### src/design/packet_jitter_tracker_defines.svh
// Assertion helpers for packet_jitter_tracker.
`ifndef PACKET_JITTER_TRACKER_DEFINES_SVH
`define PACKET_JITTER_TRACKER_DEFINES_SVH

// Same-cycle implication, disabled during reset.
`define PJT_ASSERT_SAME(label, clk, rst, ante, cons) \
   label: assert property (@(posedge clk) disable iff (rst) (ante) |-> (cons)) \
      else $error("packet_jitter_tracker: same-cycle check failed");

// Next-cycle implication, disabled during reset.
`define PJT_ASSERT_NEXT(label, clk, rst, ante, cons) \
   label: assert property (@(posedge clk) disable iff (rst) (ante) |=> (cons)) \
      else $error("packet_jitter_tracker: next-cycle check failed");

`endif

### src/design/pjt_pkg.sv
`timescale 1ns / 1ps
`default_nettype none
package pjt_pkg;

   localparam int FRAC_BITS  = 8;
   localparam int TIME_W     = 32;
   localparam int SEQ_W      = 32;
   localparam int DEV_W      = 32;
   localparam int TF_W       = 11;
   localparam int FP_W       = 20;
   localparam int ACC_W      = DEV_W + FRAC_BITS;
   localparam int OUT_W      = 39;
   localparam int DIV_CNT_W  = $clog2(ACC_W + 1);
   localparam int CSR_IDX_W  = 4;
   localparam int CSR_DATA_W = 32;

   localparam logic [CSR_IDX_W-1:0] REG_TIME_FACTOR  = CSR_IDX_W'(0);
   localparam logic [CSR_IDX_W-1:0] REG_FRAME_PERIOD = CSR_IDX_W'(1);

   localparam logic [TF_W-1:0] TF_RESET = TF_W'(16);
   localparam logic [FP_W-1:0] FP_RESET = FP_W'(20000);

   typedef enum logic [5:0] {
      ST_IDLE = 6'b000001,
      ST_MUL  = 6'b000010,
      ST_DEV  = 6'b000100,
      ST_SUB  = 6'b001000,
      ST_DIV  = 6'b010000,
      ST_FIN  = 6'b100000
   } state_type;

   typedef struct packed {
      logic accept;
      logic mul;
      logic dev;
      logic sub;
      logic finish;
   } cmd_type;

   typedef struct packed {
      logic div_idle;
      logic out_free;
   } status_type;

endpackage
`default_nettype wire

### src/design/pjt_if.sv
`timescale 1ns / 1ps
`default_nettype none
interface pjt_req_if;
   import pjt_pkg::*;
   logic              valid;
   logic              ready;
   logic [TIME_W-1:0] receive_time;
   logic [SEQ_W-1:0]  sequence_req;
   modport source (output valid, output receive_time, output sequence_req, input ready);
   modport sink   (input valid, input receive_time, input sequence_req, output ready);
endinterface

interface pjt_rsp_if;
   import pjt_pkg::*;
   logic                    valid;
   logic                    ready;
   logic signed [DEV_W-1:0] deviation;
   logic [OUT_W-1:0]        late_average;
   logic [OUT_W-1:0]        early_average;
   logic [OUT_W-1:0]        margin;
   modport source (output valid, output deviation, output late_average,
                   output early_average, output margin, input ready);
   modport sink   (input valid, input deviation, input late_average,
                   input early_average, input margin, output ready);
endinterface

interface pjt_csr_if;
   import pjt_pkg::*;
   logic                  valid;
   logic                  ready;
   logic [CSR_IDX_W-1:0]  index;
   logic [CSR_DATA_W-1:0] data;
   modport source (output valid, output index, output data, input ready);
   modport sink   (input valid, input index, input data, output ready);
endinterface
`default_nettype wire

### src/design/packet_jitter_tracker.sv
// packet_jitter_tracker: per-packet arrival deviation and late/early jitter averages.
// req_ch carries one packet beat: receive_time (us) and sequence_req. The first
// beat after reset latches the reference time and sequence.
// rsp_ch returns one beat per packet: signed deviation, late and early averages
// and their mean margin, all averages unsigned Q31.8, saturated at 2^39-1.
// csr_ch writes time_factor (index 0) and frame_period (index 1); it is always
// ready and other indexes are dropped. Write it only while the block is idle.
// Each packet passes a sequence multiply, deviation, setup step and two parallel
// bit-serial dividers by time_factor (zero taken as one); one packet is in flight,
// so a new request is taken only once the previous packet has left its final step.
// The response sits in an output register; the next request is accepted while
// it waits. If rsp_ch stays stalled, the following packet holds in its final
// step until the register frees, and req_ch ready stays low meanwhile.
// Reset (synchronous, active high) restores register defaults, clears the
// reference and both averages, and drops any pending response.
`timescale 1ns / 1ps
`default_nettype none
`include "packet_jitter_tracker_defines.svh"
module packet_jitter_tracker (
   input  wire logic  clock,
   input  wire logic  reset,
   pjt_req_if.sink    req_ch,
   pjt_rsp_if.source  rsp_ch,
   pjt_csr_if.sink    csr_ch
);
   import pjt_pkg::*;

   cmd_type    cmd;
   status_type status;
   logic       req_ready;

   pjt_controller u_ctrl (
      .clock     (clock),
      .reset     (reset),
      .req_valid (req_ch.valid),
      .req_ready (req_ready),
      .status    (status),
      .cmd       (cmd)
   );

   pjt_datapath u_dp (
      .clock             (clock),
      .reset             (reset),
      .cmd               (cmd),
      .status            (status),
      .csr_we            (csr_ch.valid),
      .csr_index         (csr_ch.index),
      .csr_data          (csr_ch.data),
      .req_receive_time  (req_ch.receive_time),
      .req_sequence_req  (req_ch.sequence_req),
      .rsp_valid         (rsp_ch.valid),
      .rsp_ready         (rsp_ch.ready),
      .rsp_deviation     (rsp_ch.deviation),
      .rsp_late_average  (rsp_ch.late_average),
      .rsp_early_average (rsp_ch.early_average),
      .rsp_margin        (rsp_ch.margin)
   );

   assign req_ch.ready = req_ready;
   assign csr_ch.ready = 1'b1;

   `PJT_ASSERT_NEXT(a_one_in_flight, clock, reset, cmd.accept, !req_ready)
   `PJT_ASSERT_SAME(a_start_when_idle, clock, reset, cmd.sub, status.div_idle)
   `PJT_ASSERT_NEXT(a_div_runs, clock, reset, cmd.sub, !status.div_idle)
   `PJT_ASSERT_NEXT(a_finish_shows, clock, reset, cmd.finish, rsp_ch.valid)

endmodule
`default_nettype wire

### src/design/pjt_divider.sv
`timescale 1ns / 1ps
`default_nettype none
module pjt_divider (
   input  wire logic                       clock,
   input  wire logic                       reset,
   input  wire logic                       start,
   input  wire logic [pjt_pkg::ACC_W-1:0]  dividend,
   input  wire logic [pjt_pkg::TF_W-1:0]   divisor,
   output logic                            busy,
   output logic [pjt_pkg::ACC_W-1:0]       quotient,
   output logic [pjt_pkg::TF_W-1:0]        remainder
);
   import pjt_pkg::*;

   logic [ACC_W-1:0]     quo_ff, quo_in;
   logic [TF_W-1:0]      rem_ff, rem_in;
   logic [TF_W-1:0]      dsr_ff, dsr_in;
   logic [DIV_CNT_W-1:0] cnt_ff, cnt_in;
   logic                 busy_ff, busy_in;
   logic [TF_W:0]        trial;
   logic [TF_W:0]        trial_sub;
   logic                 fits;

   // restoring divide, one quotient bit per cycle
   always_comb begin
      trial     = {rem_ff, quo_ff[ACC_W-1]};
      trial_sub = trial - {1'b0, dsr_ff};
      fits      = trial >= {1'b0, dsr_ff};
      quo_in    = quo_ff;
      rem_in    = rem_ff;
      dsr_in    = dsr_ff;
      cnt_in    = cnt_ff;
      busy_in   = busy_ff;
      if (start) begin
         quo_in  = dividend;
         rem_in  = '0;
         dsr_in  = divisor;
         cnt_in  = DIV_CNT_W'(ACC_W);
         busy_in = 1'b1;
      end else if (busy_ff) begin
         quo_in = {quo_ff[ACC_W-2:0], fits};
         rem_in = fits ? trial_sub[TF_W-1:0] : trial[TF_W-1:0];
         cnt_in = cnt_ff - DIV_CNT_W'(1);
         if (cnt_ff == DIV_CNT_W'(1)) begin
            busy_in = 1'b0;
         end
      end
   end

   always_ff @(posedge clock) begin
      if (reset) begin
         busy_ff <= 1'b0;
         cnt_ff  <= '0;
      end else begin
         busy_ff <= busy_in;
         cnt_ff  <= cnt_in;
      end
   end

   always_ff @(posedge clock) begin
      quo_ff <= quo_in;
      rem_ff <= rem_in;
      dsr_ff <= dsr_in;
   end

   assign busy      = busy_ff;
   assign quotient  = quo_ff;
   assign remainder = rem_ff;

endmodule
`default_nettype wire

### src/design/pjt_datapath.sv
`timescale 1ns / 1ps
`default_nettype none
module pjt_datapath (
   input  wire logic                              clock,
   input  wire logic                              reset,
   input  wire pjt_pkg::cmd_type                  cmd,
   output pjt_pkg::status_type                    status,
   input  wire logic                              csr_we,
   input  wire logic [pjt_pkg::CSR_IDX_W-1:0]     csr_index,
   input  wire logic [pjt_pkg::CSR_DATA_W-1:0]    csr_data,
   input  wire logic [pjt_pkg::TIME_W-1:0]        req_receive_time,
   input  wire logic [pjt_pkg::SEQ_W-1:0]         req_sequence_req,
   output logic                                   rsp_valid,
   input  wire logic                              rsp_ready,
   output logic signed [pjt_pkg::DEV_W-1:0]       rsp_deviation,
   output logic [pjt_pkg::OUT_W-1:0]              rsp_late_average,
   output logic [pjt_pkg::OUT_W-1:0]              rsp_early_average,
   output logic [pjt_pkg::OUT_W-1:0]              rsp_margin
);
   import pjt_pkg::*;

   localparam logic [ACC_W:0] OUT_MAX = {{(ACC_W + 1 - OUT_W){1'b0}}, {OUT_W{1'b1}}};

   function automatic logic [OUT_W-1:0] sat_out(input logic [ACC_W:0] v);
      logic [OUT_W-1:0] r;
      r = (v > OUT_MAX) ? OUT_MAX[OUT_W-1:0] : v[OUT_W-1:0];
      return r;
   endfunction

   logic [TF_W-1:0]   tf_ff;
   logic [FP_W-1:0]   fp_ff;
   logic [TIME_W-1:0] rt_ff;
   logic [SEQ_W-1:0]  seq_ff;
   logic              taken_ff;
   logic [TIME_W-1:0] ref_time_ff;
   logic [SEQ_W-1:0]  ref_seq_ff;
   logic [DEV_W-1:0]  prod_ff, prod_in;
   logic [DEV_W-1:0]  dev_ff, dev_in;
   logic [ACC_W-1:0]  late_ff, late_in;
   logic [ACC_W-1:0]  early_ff, early_in;
   logic              late_ge_ff, late_ge_in;
   logic              early_ge_ff, early_ge_in;
   logic              rsp_valid_ff, rsp_valid_in;
   logic [DEV_W-1:0]  out_dev_ff;
   logic [OUT_W-1:0]  out_late_ff, out_early_ff, out_margin_ff;

   logic [TF_W-1:0]      weight;
   logic [SEQ_W-1:0]     seq_diff;
   logic [FP_W+SEQ_W-1:0] prod_full;
   logic                 positive;
   logic [DEV_W-1:0]     mag;
   logic [ACC_W-1:0]     sample, late_sample, early_sample;
   logic [ACC_W-1:0]     late_diff, early_diff;
   logic                 late_busy, early_busy;
   logic [ACC_W-1:0]     late_q, early_q;
   logic [TF_W-1:0]      late_r, early_r;
   logic [ACC_W:0]       acc_sum;

   assign weight = (tf_ff == '0) ? TF_W'(1) : tf_ff;

   always_comb begin
      seq_diff  = seq_ff - (taken_ff ? ref_seq_ff : seq_ff);
      prod_full = {{SEQ_W{1'b0}}, fp_ff} * {{FP_W{1'b0}}, seq_diff};
      prod_in   = prod_full[DEV_W-1:0];
      dev_in    = rt_ff - ref_time_ff - prod_ff;
   end

   // blend: old + (s-old)/n when s >= old, else old - ceil((old-s)/n)
   always_comb begin
      positive     = (dev_ff != '0) && !dev_ff[DEV_W-1];
      mag          = positive ? dev_ff : (DEV_W'(0) - dev_ff);
      sample       = {mag, {FRAC_BITS{1'b0}}};
      late_sample  = positive ? sample : '0;
      early_sample = positive ? '0 : sample;
      late_ge_in   = late_sample >= late_ff;
      early_ge_in  = early_sample >= early_ff;
      late_diff    = late_ge_in ? (late_sample - late_ff) : (late_ff - late_sample);
      early_diff   = early_ge_in ? (early_sample - early_ff) : (early_ff - early_sample);
      late_in      = late_ge_ff ? (late_ff + late_q)
                                : (late_ff - late_q - ACC_W'(late_r != '0));
      early_in     = early_ge_ff ? (early_ff + early_q)
                                 : (early_ff - early_q - ACC_W'(early_r != '0));
      acc_sum      = {1'b0, late_in} + {1'b0, early_in};
      rsp_valid_in = rsp_valid_ff;
      if (cmd.finish) begin
         rsp_valid_in = 1'b1;
      end else if (rsp_ready) begin
         rsp_valid_in = 1'b0;
      end
   end

   pjt_divider u_late_div (
      .clock     (clock),
      .reset     (reset),
      .start     (cmd.sub),
      .dividend  (late_diff),
      .divisor   (weight),
      .busy      (late_busy),
      .quotient  (late_q),
      .remainder (late_r)
   );

   pjt_divider u_early_div (
      .clock     (clock),
      .reset     (reset),
      .start     (cmd.sub),
      .dividend  (early_diff),
      .divisor   (weight),
      .busy      (early_busy),
      .quotient  (early_q),
      .remainder (early_r)
   );

   always_ff @(posedge clock) begin
      if (reset) begin
         tf_ff        <= TF_RESET;
         fp_ff        <= FP_RESET;
         taken_ff     <= 1'b0;
         late_ff      <= '0;
         early_ff     <= '0;
         rsp_valid_ff <= 1'b0;
      end else begin
         if (csr_we) begin
            case (csr_index)
               REG_TIME_FACTOR:  tf_ff <= csr_data[TF_W-1:0];
               REG_FRAME_PERIOD: fp_ff <= csr_data[FP_W-1:0];
               default: ;
            endcase
         end
         if (cmd.mul) begin
            taken_ff <= 1'b1;
         end
         if (cmd.finish) begin
            late_ff  <= late_in;
            early_ff <= early_in;
         end
         rsp_valid_ff <= rsp_valid_in;
      end
   end

   always_ff @(posedge clock) begin
      if (cmd.accept) begin
         rt_ff  <= req_receive_time;
         seq_ff <= req_sequence_req;
      end
      if (cmd.mul) begin
         prod_ff <= prod_in;
         if (!taken_ff) begin
            ref_time_ff <= rt_ff;
            ref_seq_ff  <= seq_ff;
         end
      end
      if (cmd.dev) begin
         dev_ff <= dev_in;
      end
      if (cmd.sub) begin
         late_ge_ff  <= late_ge_in;
         early_ge_ff <= early_ge_in;
      end
      if (cmd.finish) begin
         out_dev_ff    <= dev_ff;
         out_late_ff   <= sat_out({1'b0, late_in});
         out_early_ff  <= sat_out({1'b0, early_in});
         out_margin_ff <= sat_out({1'b0, acc_sum[ACC_W:1]});
      end
   end

   assign status.div_idle  = !late_busy && !early_busy;
   assign status.out_free  = !rsp_valid_ff || rsp_ready;
   assign rsp_valid         = rsp_valid_ff;
   assign rsp_deviation     = out_dev_ff;
   assign rsp_late_average  = out_late_ff;
   assign rsp_early_average = out_early_ff;
   assign rsp_margin        = out_margin_ff;

endmodule
`default_nettype wire

### src/design/pjt_controller.sv
`timescale 1ns / 1ps
`default_nettype none
module pjt_controller (
   input  wire logic                 clock,
   input  wire logic                 reset,
   input  wire logic                 req_valid,
   output logic                      req_ready,
   input  wire pjt_pkg::status_type  status,
   output pjt_pkg::cmd_type          cmd
);
   import pjt_pkg::*;

   state_type state_ff, state_in;

   always_comb begin
      state_in = state_ff;
      case (state_ff)
         ST_IDLE: begin
            if (req_valid) begin
               state_in = ST_MUL;
            end
         end
         ST_MUL: state_in = ST_DEV;
         ST_DEV: state_in = ST_SUB;
         ST_SUB: state_in = ST_DIV;
         ST_DIV: begin
            if (status.div_idle) begin
               state_in = ST_FIN;
            end
         end
         ST_FIN: begin
            if (status.out_free) begin
               state_in = ST_IDLE;
            end
         end
         default: state_in = ST_IDLE;
      endcase
   end

   always_ff @(posedge clock) begin
      if (reset) begin
         state_ff <= ST_IDLE;
      end else begin
         state_ff <= state_in;
      end
   end

   assign req_ready  = (state_ff == ST_IDLE);
   assign cmd.accept = req_ready && req_valid;
   assign cmd.mul    = (state_ff == ST_MUL);
   assign cmd.dev    = (state_ff == ST_DEV);
   assign cmd.sub    = (state_ff == ST_SUB);
   assign cmd.finish = (state_ff == ST_FIN) && status.out_free;

endmodule
`default_nettype wire
### src/flat_wrapper.sv
// flat-port wrapper written by rule: the top's interface ports become plain ports
module packet_jitter_tracker_flat import pjt_pkg::*;
  (clock, reset, req_ch_valid, req_ch_receive_time, req_ch_sequence_req, req_ch_ready, rsp_ch_valid, rsp_ch_deviation, rsp_ch_late_average, rsp_ch_early_average, rsp_ch_margin, rsp_ch_ready, csr_ch_valid, csr_ch_index, csr_ch_data, csr_ch_ready);
  pjt_req_if req_ch_i ();
  pjt_rsp_if rsp_ch_i ();
  pjt_csr_if csr_ch_i ();
  input  wire logic clock;
  input  wire logic reset;
  input wire logic [$bits(req_ch_i.valid)-1:0] req_ch_valid;
  input wire logic [$bits(req_ch_i.receive_time)-1:0] req_ch_receive_time;
  input wire logic [$bits(req_ch_i.sequence_req)-1:0] req_ch_sequence_req;
  output wire logic [$bits(req_ch_i.ready)-1:0] req_ch_ready;
  output wire logic [$bits(rsp_ch_i.valid)-1:0] rsp_ch_valid;
  output wire logic [$bits(rsp_ch_i.deviation)-1:0] rsp_ch_deviation;
  output wire logic [$bits(rsp_ch_i.late_average)-1:0] rsp_ch_late_average;
  output wire logic [$bits(rsp_ch_i.early_average)-1:0] rsp_ch_early_average;
  output wire logic [$bits(rsp_ch_i.margin)-1:0] rsp_ch_margin;
  input wire logic [$bits(rsp_ch_i.ready)-1:0] rsp_ch_ready;
  input wire logic [$bits(csr_ch_i.valid)-1:0] csr_ch_valid;
  input wire logic [$bits(csr_ch_i.index)-1:0] csr_ch_index;
  input wire logic [$bits(csr_ch_i.data)-1:0] csr_ch_data;
  output wire logic [$bits(csr_ch_i.ready)-1:0] csr_ch_ready;
  assign req_ch_i.valid = req_ch_valid;
  assign req_ch_i.receive_time = req_ch_receive_time;
  assign req_ch_i.sequence_req = req_ch_sequence_req;
  assign req_ch_ready = req_ch_i.ready;
  assign rsp_ch_valid = rsp_ch_i.valid;
  assign rsp_ch_deviation = rsp_ch_i.deviation;
  assign rsp_ch_late_average = rsp_ch_i.late_average;
  assign rsp_ch_early_average = rsp_ch_i.early_average;
  assign rsp_ch_margin = rsp_ch_i.margin;
  assign rsp_ch_i.ready = rsp_ch_ready;
  assign csr_ch_i.valid = csr_ch_valid;
  assign csr_ch_i.index = csr_ch_index;
  assign csr_ch_i.data = csr_ch_data;
  assign csr_ch_ready = csr_ch_i.ready;
  packet_jitter_tracker u_core (.clock(clock), .reset(reset), .req_ch(req_ch_i), .rsp_ch(rsp_ch_i), .csr_ch(csr_ch_i));
endmodule
### config.mk
export PLATFORM = sky130hd
export DESIGN_NAME = packet_jitter_tracker_flat
export DESIGN_NICKNAME = d
export VERILOG_FILES = /design/src/design/pjt_pkg.sv /design/src/design/pjt_if.sv /design/src/design/packet_jitter_tracker.sv /design/src/design/pjt_divider.sv /design/src/design/pjt_datapath.sv /design/src/design/pjt_controller.sv /design/src/flat_wrapper.sv
export VERILOG_INCLUDE_DIRS = /design/src /design/src/design
export SDC_FILE = /design/constraint.sdc
export NUM_CORES = 2
export LEC_CHECK = 0
export BUFFER_PORTS_ARGS = -buffer_cell sky130_fd_sc_hd__clkbuf_2
export CAP_MARGIN = 20
export CORE_UTILIZATION = 40
export CTS_BUF_LIST = sky130_fd_sc_hd__clkbuf_4 sky130_fd_sc_hd__clkbuf_8
export CTS_CLUSTER_SIZE = 14
export DETAILED_ROUTE_END_ITERATION = 16
export PLACE_DENSITY = 0.65
export SLEW_MARGIN = 40
export SYNTH_ARGS = -nofsm -noshare
export SYNTH_HDL_FRONTEND = slang
export SYNTH_SLANG_ARGS = --single-unit
### constraint.sdc
create_clock -name clock -period 10.2 [get_ports clock]
set_input_delay 1.02 -clock clock [delete_from_list [all_inputs] [get_ports clock]]
set_output_delay 1.02 -clock clock [all_outputs]
set_load 0.01 [all_outputs]
==> metrics <==
nets 7,912; largest net degree at the start of global routing between 150 and 200; Synth Area in Adders 25.5%; Die H 386 µm; Relative slew margins 37.6%; Pre-antenna DRT Iters 8; Worst-Skew Late Latency 830 ps; Routed WL 170,000 µm; fin. max-slew vios 0; IO Port Bufs 243; crit path kind flip-flop to flip-flop; Sw Pwr approximately 12 mW; Max VDD drop around 1100 µV; WP data arrival 10,210 ps; Post-Synth Simple-Gate Area 14.8%; worst stage delay on the critical path about 570 ps; layout overhead on the synthesized area 9.95%; first-pass GRT wire length roughly 260,000 µm; largest family of logic cells by synthesized area adder cells; top cells by count, synth inv_1 (990), nand2_1 (701), ha_1 (567); Distinct cells, synth 100; reg2reg path depth 34; setup TNS 0 ps; antenna viol nets, final 0; Hold Fails Final Rpt 0; vias in the first global route between 40k and 50k; Worst setup EP type flip-flop; Max-Cap Viols 0; clk sink count 589; fin crit share between 90% and 100%; multiplexer share of the synthesized area 1.75%; sequential power share 14.2%; ys flop type edfxtp_1; final worst setup slack around 540 ps; all-layer global routing usage 22.8%; EDFF count, synth ~430; dominant cells by area after synthesis edfxtp_1 (22%), fa_1 (13%), ha_1 (12%), inv_1 (6.3%), dfxtp_1 (5.3%); Iter 0 DRT Violations approximately 3.2k; clk buf depth 3; global placer's final weighted congestion 0.918; row cnt 140; syn_nets 7,728; WL/cell ~19 µm; skew final 64.4 ps; LEAKAGE 29.4 nW; Hold Path Cell Cnt 1; Worst-Margin Slew 913 ps; die width 386 µm; total CTS buffers 109; CP dominant cell by count fa_1; xor/xnor share of the synthesized area 5.90%; status completed; IO Count ~260; DRC viols 0; fin crit period 9660 ps; dpl ws 40.7 ps; CTS tree done; Via density about 5.4; Yosys top cell area share between 20% and 30%; Power Internal 13.3 mW; post-synthesis compound-gate area fraction 16.5%; most frequent cell after synthesis inv_1; core area between 100,000 and 150,000 µm²; Root Driver clkbuf_8; switching part of the total 47.8%; register area share after synthesis 27.4%; PwrDens ~390 nW/µm²; final setup fails 0; CP max-delay cell fa_1; clock-pin slew on the worst setup and hold paths 60 ps; clock share of power 9.5%; Crit Path Max Fanout 11; Logic pwr share 76.3%; syn avg cell area about 8.8 µm²; Post-Synthesis Cell Area 58,900 µm²; RSZ-0062 raised after global routing false; dominant cell type by area after synthesis edfxtp_1; H-tree levels 3; #FFs+latches synth a little under 600; Vias about 47k; die area 149,000 µm²; synth warn 0; total gr overflow 0; worst-case hold slack 375 ps; initial core utilization 40.4%; f_max 104 MHz; initial antenna violation count 7; CP Data Required Time 10,760 ps; share of cells above drive strength 1 9.19%; FFs w/ async S/R, synth 0%; worst hold path type primary input to flip-flop; cells after synthesis 6,660; CP startpoint kind flip-flop; HPWL after DPL 134,000 µm
==> through the flow <==
| step | power (mW) | instances | instance area (µm²) | util, % |
|---|---|---|---|---|
| final | 25.5 | 8851 | 64800 | 44.4 |
| after global placement | 22.6 | 8644 | 62300 | 42.7 |
| after global routing | 28.2 | 8849 | 64800 | 44.4 |
| after detailed placement | 23.1 | 8647 | 62300 | 42.7 |
| after floorplan | 18.3 | 6660 | 58900 | - |
| after CTS | 25.7 | 8843 | 64600 | 44.3 |
==> worst max-delay path, delay by kind of cell, from the launching register on <==
kind | cells | cell delay, ps
xor+xnor | 2 | 500
fa+ha+maj | 9 | 4160
flops | 1 | 420
mux | 1 | 220
compound gates | 13 | 2600
simple gates | 4 | 850
buf+inv | 5 | 600
==> registers in the layout, indices dropped and copies added, names as in the netlist, 20 cells and up <==
register                          count
u_core.u_dp.prod_ff                  32
u_core.u_dp.ref_time_ff              32
u_core.u_dp.rsp_margin               39
u_core.u_dp.u_early_div.quotient     40
u_core.u_dp.early_ff                 40
u_core.u_dp.u_late_div.quotient      40
u_core.u_dp.ref_seq_ff               32
u_core.u_dp.seq_ff                   32
u_core.u_dp.rsp_deviation            32
u_core.u_dp.late_ff                  40
u_core.u_dp.rt_ff                    32
u_core.u_dp.rsp_late_average         39
u_core.u_dp.rsp_early_average        39
u_core.u_dp.fp_ff                    20
u_core.u_dp.dev_ff                   32
==> power groups by stage <==
stage               Sequential (mW)  Combinational [mW]  Clock [mW]
floorplan                      3.62                14.7           0
global placement               3.65                19.0           0
detailed placement             3.65                19.5           0
CTS                            3.61                19.6        2.49
global route                   3.61                22.0        2.58
finish                         3.60                19.4        2.42
==> per-layer routing <==
metal	routed length, µm	GRT usage (%)
met5	0	0
met4	6620	8.62
met3	7980	2.75
met2	83400	40.2
met1	72300	28.2
==> layout make-up <==
cell class                 count  area (µm²)
timing repair buffer         347        2060
clock buffer                 153        1870
antenna                        5        12.5
fill                       14200       81200
tap                         1917        2400
multi-input combinational   4803       38100
sequential                   589       16100
inverter                     994        3740
clock inverter                43         397
==> final timing paths <==
path / from / to / slack, ps
setup / recovery: u_core.u_dp.taken_ff / u_core.u_dp.prod_ff[31] / 540
hold reg to reg: u_core.u_dp.rt_ff[21] / u_core.u_dp.ref_time_ff[21] / 460
hold / removal: req_ch_sequence_req[24] / u_core.u_dp.seq_ff[24] / 370
setup reg to reg: u_core.u_dp.taken_ff / u_core.u_dp.prod_ff[31] / 540
==> layout by cell type (no fill, tap or decap), drive strengths merged, types with 218 or more instances in the layout <==
| master | count |
|---|---|
| nor2 | 391 |
| a21oi | 448 |
| edfxtp | 434 |
| xnor2 | 272 |
| and2 | 218 |
| ha | 567 |
| fa | 396 |
| clkbuf | 395 |
| o21ai | 322 |
| inv | 997 |
| nand2 | 701 |
==> cells by family after synthesis <==
family                   after synthesis
buffers and inverters               1268
AND/OR/NAND/NOR                     1836
flip-flops                           589
multiplexers                         102
other                                  2
XOR/XNOR                             384
adder cells (fa/ha/maj)              963
AO/OA/AOI/OAI                       1516
==> repair_timing <==
| item | 4_1_cts | 5_1_grt |
|---|---|---|
| hold buffers | 0 | 0 |
| setup endpoints to repair | 0 | 2 |
| gates resized for setup | 0 | 26 |
| buffers inserted | 0 | 2 |
(Power assumes the default switching activity.)
